==> src/hdl/ftca_pkg.sv <==
`timescale 1ns / 1ps
// Shared types and constants of the flow table admission core.
// No dependencies; every other file of the block imports this package.
package ftca_pkg;

	localparam int TABLE_DEPTH = 256;
	localparam int IDX_W       = $clog2(TABLE_DEPTH);
	localparam int CNT_W       = $clog2(TABLE_DEPTH + 1);
	localparam int OUT_CNT_W   = 9;
	localparam int CMP_W       = (CNT_W > OUT_CNT_W) ? CNT_W : OUT_CNT_W;

	// configuration port
	localparam int CFG_IDX_W  = 1;
	localparam int CFG_DATA_W = 32;
	localparam logic [CFG_IDX_W-1:0] REG_MAX_FLOWS    = 1'b0;
	localparam logic [CFG_IDX_W-1:0] REG_IDLE_TIMEOUT = 1'b1;
	localparam logic [8:0]  MAX_FLOWS_RESET    = 9'd256;
	localparam logic [31:0] IDLE_TIMEOUT_RESET = 32'd1000;

	// item function codes
	localparam logic FUNC_PACKET = 1'b0;
	localparam logic FUNC_SWEEP  = 1'b1;

	typedef struct packed {
		logic        func;
		logic [31:0] source_address;
		logic [31:0] destination_address;
		logic [7:0]  priority_req;
		logic [15:0] flow_id;
		logic [31:0] now_time;
	} in_item_t;

	typedef struct packed {
		logic                 admitted;
		logic                 new_flow;
		logic [OUT_CNT_W-1:0] active_flows;
		logic [OUT_CNT_W-1:0] expired_count;
	} out_item_t;

	typedef struct packed {
		logic [63:0] addresses;
		logic [23:0] tag;
		logic [31:0] last_seen;
	} entry_t;

	// requests from the walk sequencer to the table
	typedef struct packed {
		logic             rd_en;
		logic [IDX_W-1:0] rd_addr;
		logic             wr_en;
		logic [IDX_W-1:0] wr_addr;
		entry_t           wr_data;
		logic             wr_set;
		logic             clr_en;
		logic [IDX_W-1:0] clr_addr;
	} tbl_cmd_t;

	typedef struct packed {
		entry_t entry;
		logic   valid;
	} tbl_rsp_t;

endpackage

==> src/hdl/ftca_walk.sv <==
`timescale 1ns / 1ps
// Walk sequencer: scans the flow table one entry a cycle for lookup or sweep,
// then writes back, updates the flow count and holds the result item.
// Depends on ftca_pkg and drives ftca_table through a request struct.
module ftca_walk (
	input  logic                clk,
	input  logic                arst_n,
	input  logic                in_valid,
	output logic                in_stall,
	input  ftca_pkg::in_item_t  in_item,
	output logic                out_valid,
	input  logic                out_stall,
	output ftca_pkg::out_item_t out_item,
	input  logic [8:0]          max_flows,
	input  logic [31:0]         idle_timeout,
	output ftca_pkg::tbl_cmd_t  cmd,
	input  ftca_pkg::tbl_rsp_t  rsp
);
	import ftca_pkg::*;

	typedef enum logic [2:0] {
		ST_IDLE   = 3'b001,
		ST_WALK   = 3'b010,
		ST_FINISH = 3'b100
	} state_t;

	state_t           state_q;
	in_item_t         item_q;
	logic [IDX_W:0]   idx_q;
	logic             vld_s1;
	logic [IDX_W-1:0] idx_s1;
	logic             hit_q;
	logic [IDX_W-1:0] hit_idx_q;
	logic             free_found_q;
	logic [IDX_W-1:0] free_idx_q;
	logic [CNT_W-1:0] removed_q;
	logic [CNT_W-1:0] count_q;
	logic             out_valid_q;
	out_item_t        out_item_q;

	logic             is_sweep;
	logic             issue;
	logic             key_match;
	logic [31:0]      elapsed;
	logic             expire;
	logic             last_entry;
	logic             out_free;
	logic             finish_go;
	logic             admit_new;
	logic [CNT_W-1:0] count_next;
	out_item_t        result;

	always_comb begin
		is_sweep   = (item_q.func == FUNC_SWEEP);
		issue      = (state_q == ST_WALK) && !idx_q[IDX_W];
		key_match  = rsp.valid
			&& (rsp.entry.addresses == {item_q.source_address, item_q.destination_address})
			&& (rsp.entry.tag == {item_q.priority_req, item_q.flow_id});
		elapsed    = item_q.now_time - rsp.entry.last_seen;
		expire     = rsp.valid && (elapsed >= idle_timeout);
		last_entry = (idx_s1 == IDX_W'(TABLE_DEPTH - 1));
		out_free   = !out_valid_q || !out_stall;
		finish_go  = (state_q == ST_FINISH) && out_free;
		admit_new  = !hit_q && free_found_q && (CMP_W'(count_q) < CMP_W'(max_flows));

		priority if (is_sweep) begin
			count_next = count_q - removed_q;
		end else if (admit_new) begin
			count_next = count_q + CNT_W'(1);
		end else begin
			count_next = count_q;
		end

		result.admitted      = !is_sweep && (hit_q || admit_new);
		result.new_flow      = !is_sweep && !hit_q;
		result.active_flows  = OUT_CNT_W'(count_next);
		result.expired_count = is_sweep ? OUT_CNT_W'(removed_q) : '0;

		cmd.rd_en               = issue;
		cmd.rd_addr             = idx_q[IDX_W-1:0];
		cmd.wr_en               = finish_go && !is_sweep && (hit_q || admit_new);
		cmd.wr_addr             = hit_q ? hit_idx_q : free_idx_q;
		cmd.wr_data.addresses   = {item_q.source_address, item_q.destination_address};
		cmd.wr_data.tag         = {item_q.priority_req, item_q.flow_id};
		cmd.wr_data.last_seen   = item_q.now_time;
		cmd.wr_set              = !hit_q;
		cmd.clr_en              = (state_q == ST_WALK) && vld_s1 && is_sweep && expire;
		cmd.clr_addr            = idx_s1;
	end

	always_ff @(posedge clk or negedge arst_n) begin
		if (!arst_n) begin
			state_q      <= ST_IDLE;
			idx_q        <= '0;
			vld_s1       <= 1'b0;
			hit_q        <= 1'b0;
			free_found_q <= 1'b0;
			removed_q    <= '0;
			count_q      <= '0;
			out_valid_q  <= 1'b0;
		end else begin
			unique case (state_q)
				ST_IDLE: begin
					vld_s1 <= 1'b0;
					if (in_valid) begin
						idx_q        <= '0;
						hit_q        <= 1'b0;
						free_found_q <= 1'b0;
						removed_q    <= '0;
						state_q      <= ST_WALK;
					end
				end
				ST_WALK: begin
					vld_s1 <= issue;
					if (issue) begin
						idx_q <= idx_q + (IDX_W+1)'(1);
					end
					if (vld_s1) begin
						if (is_sweep) begin
							if (expire) begin
								removed_q <= removed_q + CNT_W'(1);
							end
						end else if (key_match) begin
							hit_q   <= 1'b1;
							state_q <= ST_FINISH;
						end else if (!rsp.valid && !free_found_q) begin
							free_found_q <= 1'b1;
						end
						if (last_entry) begin
							state_q <= ST_FINISH;
						end
					end
				end
				ST_FINISH: begin
					// drop any read still in flight after an early hit
					vld_s1 <= 1'b0;
					if (out_free) begin
						count_q <= count_next;
						state_q <= ST_IDLE;
					end
				end
				default: begin
					state_q <= ST_IDLE;
				end
			endcase

			if (finish_go) begin
				out_valid_q <= 1'b1;
			end else if (!out_stall) begin
				out_valid_q <= 1'b0;
			end
		end
	end

	// payload registers
	always_ff @(posedge clk) begin
		if ((state_q == ST_IDLE) && in_valid) begin
			item_q <= in_item;
		end
		idx_s1 <= idx_q[IDX_W-1:0];
		if ((state_q == ST_WALK) && vld_s1 && !is_sweep) begin
			if (key_match) begin
				hit_idx_q <= idx_s1;
			end else if (!rsp.valid && !free_found_q) begin
				free_idx_q <= idx_s1;
			end
		end
		if (finish_go) begin
			out_item_q <= result;
		end
	end

	assign in_stall  = (state_q != ST_IDLE);
	assign out_valid = out_valid_q;
	assign out_item  = out_item_q;

endmodule
==> config.mk <==
export PLATFORM = sky130hd
export DESIGN_NAME = ftca_walk
export DESIGN_NICKNAME = d
export VERILOG_FILES = /design/src/hdl/ftca_pkg.sv /design/src/hdl/ftca_walk.sv
export SDC_FILE = /design/constraint.sdc
export NUM_CORES = 1
export LEC_CHECK = 0
export BUFFER_PORTS_ARGS = -buffer_cell sky130_fd_sc_hd__buf_4
export CAP_MARGIN = 25
export CELL_PAD_IN_SITES_DETAIL_PLACEMENT = 0
export CELL_PAD_IN_SITES_GLOBAL_PLACEMENT = 1
export CORE_MARGIN = 8
export CORE_UTILIZATION = 37
export DETAILED_ROUTE_END_ITERATION = 8
export HOLD_SLACK_MARGIN = 0.12
export PLACE_DENSITY = 0.85
export SETUP_SLACK_MARGIN = 0.1
export SLEW_MARGIN = 15
export SYNTH_ARGS = -nofsm -noshare
export SYNTH_HDL_FRONTEND = slang
export SYNTH_SLANG_ARGS = --single-unit
export TNS_END_PERCENT = 100
==> constraint.sdc <==
create_clock -name clk -period 7.7 [get_ports clk]
set_input_delay 1.54 -clock clk [delete_from_list [all_inputs] [get_ports clk]]
set_output_delay 1.54 -clock clk [all_outputs]
set_load 0.01 [all_outputs]
==> flow_metrics.tcl <==
set metrics [dict create \
    outcome "finished, final reports clean" \
    die_w_um 190 \
    use_met2_pct 39.8 \
    coreArea_mm2 0.0298 \
    finalSetupTns_ps 0 \
    insertion_delay_ps 460 \
    start_kind "primary input" \
    synth-edff-count 157 \
    rows 63 \
    cts_buffers 17 \
    grt.overflow.total 0 \
    pre_cts_ws_ps 650 \
    cp_cell_sequence "buf_4 > ha_1 > inv_1 > fa_1 > a21oi_1 > a2bb2oi_1 > a211oi_1 > or3_1 > a21oi_1 > o2111ai_1 > a21oi_1 > xnor2_1 > ha_1 > a21o_1 > a21o_1 > nor2_1 > nand3_1 > a211o_1 > a31oi_2 > inv_1 > buf_4" \
    dieHeight_um 190 \
    power_frac_seq_pct 46.3 \
    holdCritPathClass "register to register" \
    worst_ep_arrival_time_ps 5570 \
    seqCellArea_mm2 0.00573 \
    wire_per_inst_um 21.3 \
    cts_tree "built" \
    cp-end-kind "output pin" \
    reg2regPathDepth 22 \
    synth_common_cells "edfxtp_1 (157), inv_1 (123), ha_1 (82)" \
    max_cap_violations 0 \
    use_met1_pct 24.0 \
    relSlewSlack_pct 43.8 \
    fin_crit_sh_pct 92.4 \
    hold_viol 0 \
    vias 9424 \
    placedCellCount 1844 \
    post_cts.repair.setup_buffers 0 \
    final.min_clock_period_ps 7110 \
    place_congestion 0.911 \
    placed_cell_area_mm2 0.0151 \
    use_met3_pct 6.72 \
    cts.path.max_buffers 2 \
    cts_resized 0 \
    finalSetupViolations 0 \
    async_flop_share_pct 17.1 \
    pwr-share-clk_pct 36.9 \
    drt_iter0_markers 540 \
    worstHoldPathCells 0 \
    synth_ff_type "edfxtp_1" \
    rr_startpoint "cmd[10]$_DFFE_PP_" \
    cts.sinks 199 \
    fin_cells 1879 \
    top_usage_layer "met2" \
    port-buffer-count 456 \
    n_fill_cell 2698 \
    synth_area_leaders "edfxtp_1 (42%), ha_1 (9.1%), dfrtp_1 (7.4%), xnor2_1 (5.3%), inv_1 (4.1%)" \
    htreeDepth 4 \
    drt_wl_total_um 40100 \
    ys_seq_area_share_pct 51.0 \
    areaGrowthSynthToFinish_pct 40.0 \
    avgViaCountPerCell 5.02 \
    grt_max_degree 48 \
    tightest_slew_ps 835 \
    ys_types 67 \
    switchingPower_mw 0.707 \
    pwr-share-comb_pct 16.7 \
    hp-start "idx_q[1]$_DFFE_PN0P_" \
    ff2ff_setup_slack_ps 2660 \
    synth_warnings 0 \
    crit_path_max_incr_delay_ps 400 \
    hold_buffers 0 \
    p_leak_nw 7.17 \
    drcViolationCount 0 \
    vdd_drop_max_uv 188 \
    synth_nets 1390 \
    power_density_mw_per_mm2 166 \
    multiInputGateArea_mm2 0.00491 \
    cp_common_cell "a21oi_1" \
    antenna_found_initial 1 \
    dp_hpwl_um 33300 \
    cts.root.buffer_cell "clkbuf_16" \
    rsz0062_at_grt "no" \
    whs_endpoint "idx_s1[1]$_DFF_P_" \
    drt_first_pass_iters 5 \
    critPathBufInv 4 \
    drive_gt1_share_pct 34.8 \
    ios 457 \
    skew_ps 15.5 \
    syn_inst 1019 \
    max_freq_ghz 0.141 \
    clkTransAtPathRegs_ps 80 \
    drt.antenna.violating_nets 0 \
    grt.total_usage_pct 21.5 \
    r2r-end "removed_q[4]$_DFFE_PN0P_" \
    fp.dieArea_mm2 0.0362 \
    avgSynthCellArea_um2 11.0 \
    maxSlewViolCount 0 \
    synth_seq_cells 199 \
    initial_core_util_pct 37.7 \
    grt_pass1_vias 9920 \
    nets 1845 \
    synth_area_mm2 0.0112 \
    grt_pass1_wl_um 58900 \
    yosys.area.top_type "edfxtp_1" \
    cp_top_family "compound AO/OA/AOI/OAI gates" \
    worstPathRequired_ps 6160 \
    cp_slowest_cell "fa_1" \
    p_sw_share_pct 27.1 \
    synth_most_common_cell "edfxtp_1" \
    p_int_mw 1.90 \
    finalInstanceArea_mm2 0.0157 \
    cp_max_fo 3 \
    path_class "primary input to output pin" \
    fin_util_pct 52.7 \
    setup_ws_ps 589 \
    synth_top_area_share_pct 42.0 \
]
==> metrics by stage <==
stage / total power, mW / hold WS, ps
after floorplan: 1.47 / 396
after global placement: 1.66 / 462
after detailed placement: 1.67 / 459
after CTS: 2.63 / 486
after global routing: 2.72 / 514
final: 2.61 / 493
==> layer usage <==
layer  part of all wire (%)  wire length (um)  vias to the layer above
met5                  0.032                13                        -
li1                       -                 -                     4565
met4                   0.99               398                        2
met1                     39             15500                     4507
met2                     53             21200                      326
met3                    7.3              2910                       24
==> power by group through the flow <==
| stage | logic [mW] | clock network [mW] | registers [mW] |
|---|---|---|---|
| global placement | 0.429 | 0 | 1.23 |
| detailed placement | 0.436 | 0 | 1.23 |
| CTS | 0.439 | 0.987 | 1.21 |
| floorplan | 0.249 | 0 | 1.22 |
| global route | 0.491 | 1.02 | 1.21 |
| finish | 0.436 | 0.962 | 1.21 |
==> cell type report <==
type	count	area share, %
multi-input combinational	670	31.2
timing repair buffer	462	22.2
antenna	2	0.0319
inverter	124	2.98
tap	390	3.11
clock buffer	20	3.11
sequential	199	36.5
clock inverter	12	0.876
==> worst max-delay path by stage <==
stage / startpoint / to / slack [ps] / depth (start not counted)
floorplan: rsp[1] / cmd[8] / 840 / 20
global placement: rsp[1] / cmd[8] / 680 / 21
detailed placement: rsp[1] / cmd[8] / 650 / 21
CTS: rsp[1] / cmd[8] / 620 / 21
global route: rsp[1] / cmd[8] / 270 / 21
finish: rsp[1] / cmd[8] / 590 / 21
==> cells in the final DEF (no fill, tap or decap), drive strengths merged, types with 28 or more instances in the layout <==
| cell | instances |
|---|---|
| nand4 | 28 |
| o21ai | 39 |
| inv | 133 |
| edfxtp | 157 |
| nand2 | 53 |
| a21oi | 56 |
| xnor2 | 68 |
| nor2 | 46 |
| nand3 | 28 |
| ha | 82 |
| xor2 | 36 |
| dfrtp | 33 |
| buf | 461 |
==> logic make-up after synthesis <==
| kind of cell | share of synthesized area [%] |
|---|---|
| AOI/OAI and AO/OA | 12.1 |
| xor gates and xnor gates | 8.12 |
| adders and majority gates | 9.50 |
| buffers and inverters | 5.32 |
| DFF | 51.0 |
| muxes | 1.98 |
| and+or+nand+nor | 12.0 |
==> registers in the layout, indices dropped and copies added, names as in the netlist, 3 cells and up <==
name and count:
hit_idx_q 8, idx_q 9, removed_q 9, out_item 20, idx_s1 8, state_q 3
cmd 120, free_idx_q 8, count_q 9
(Power assumes the default switching activity.)
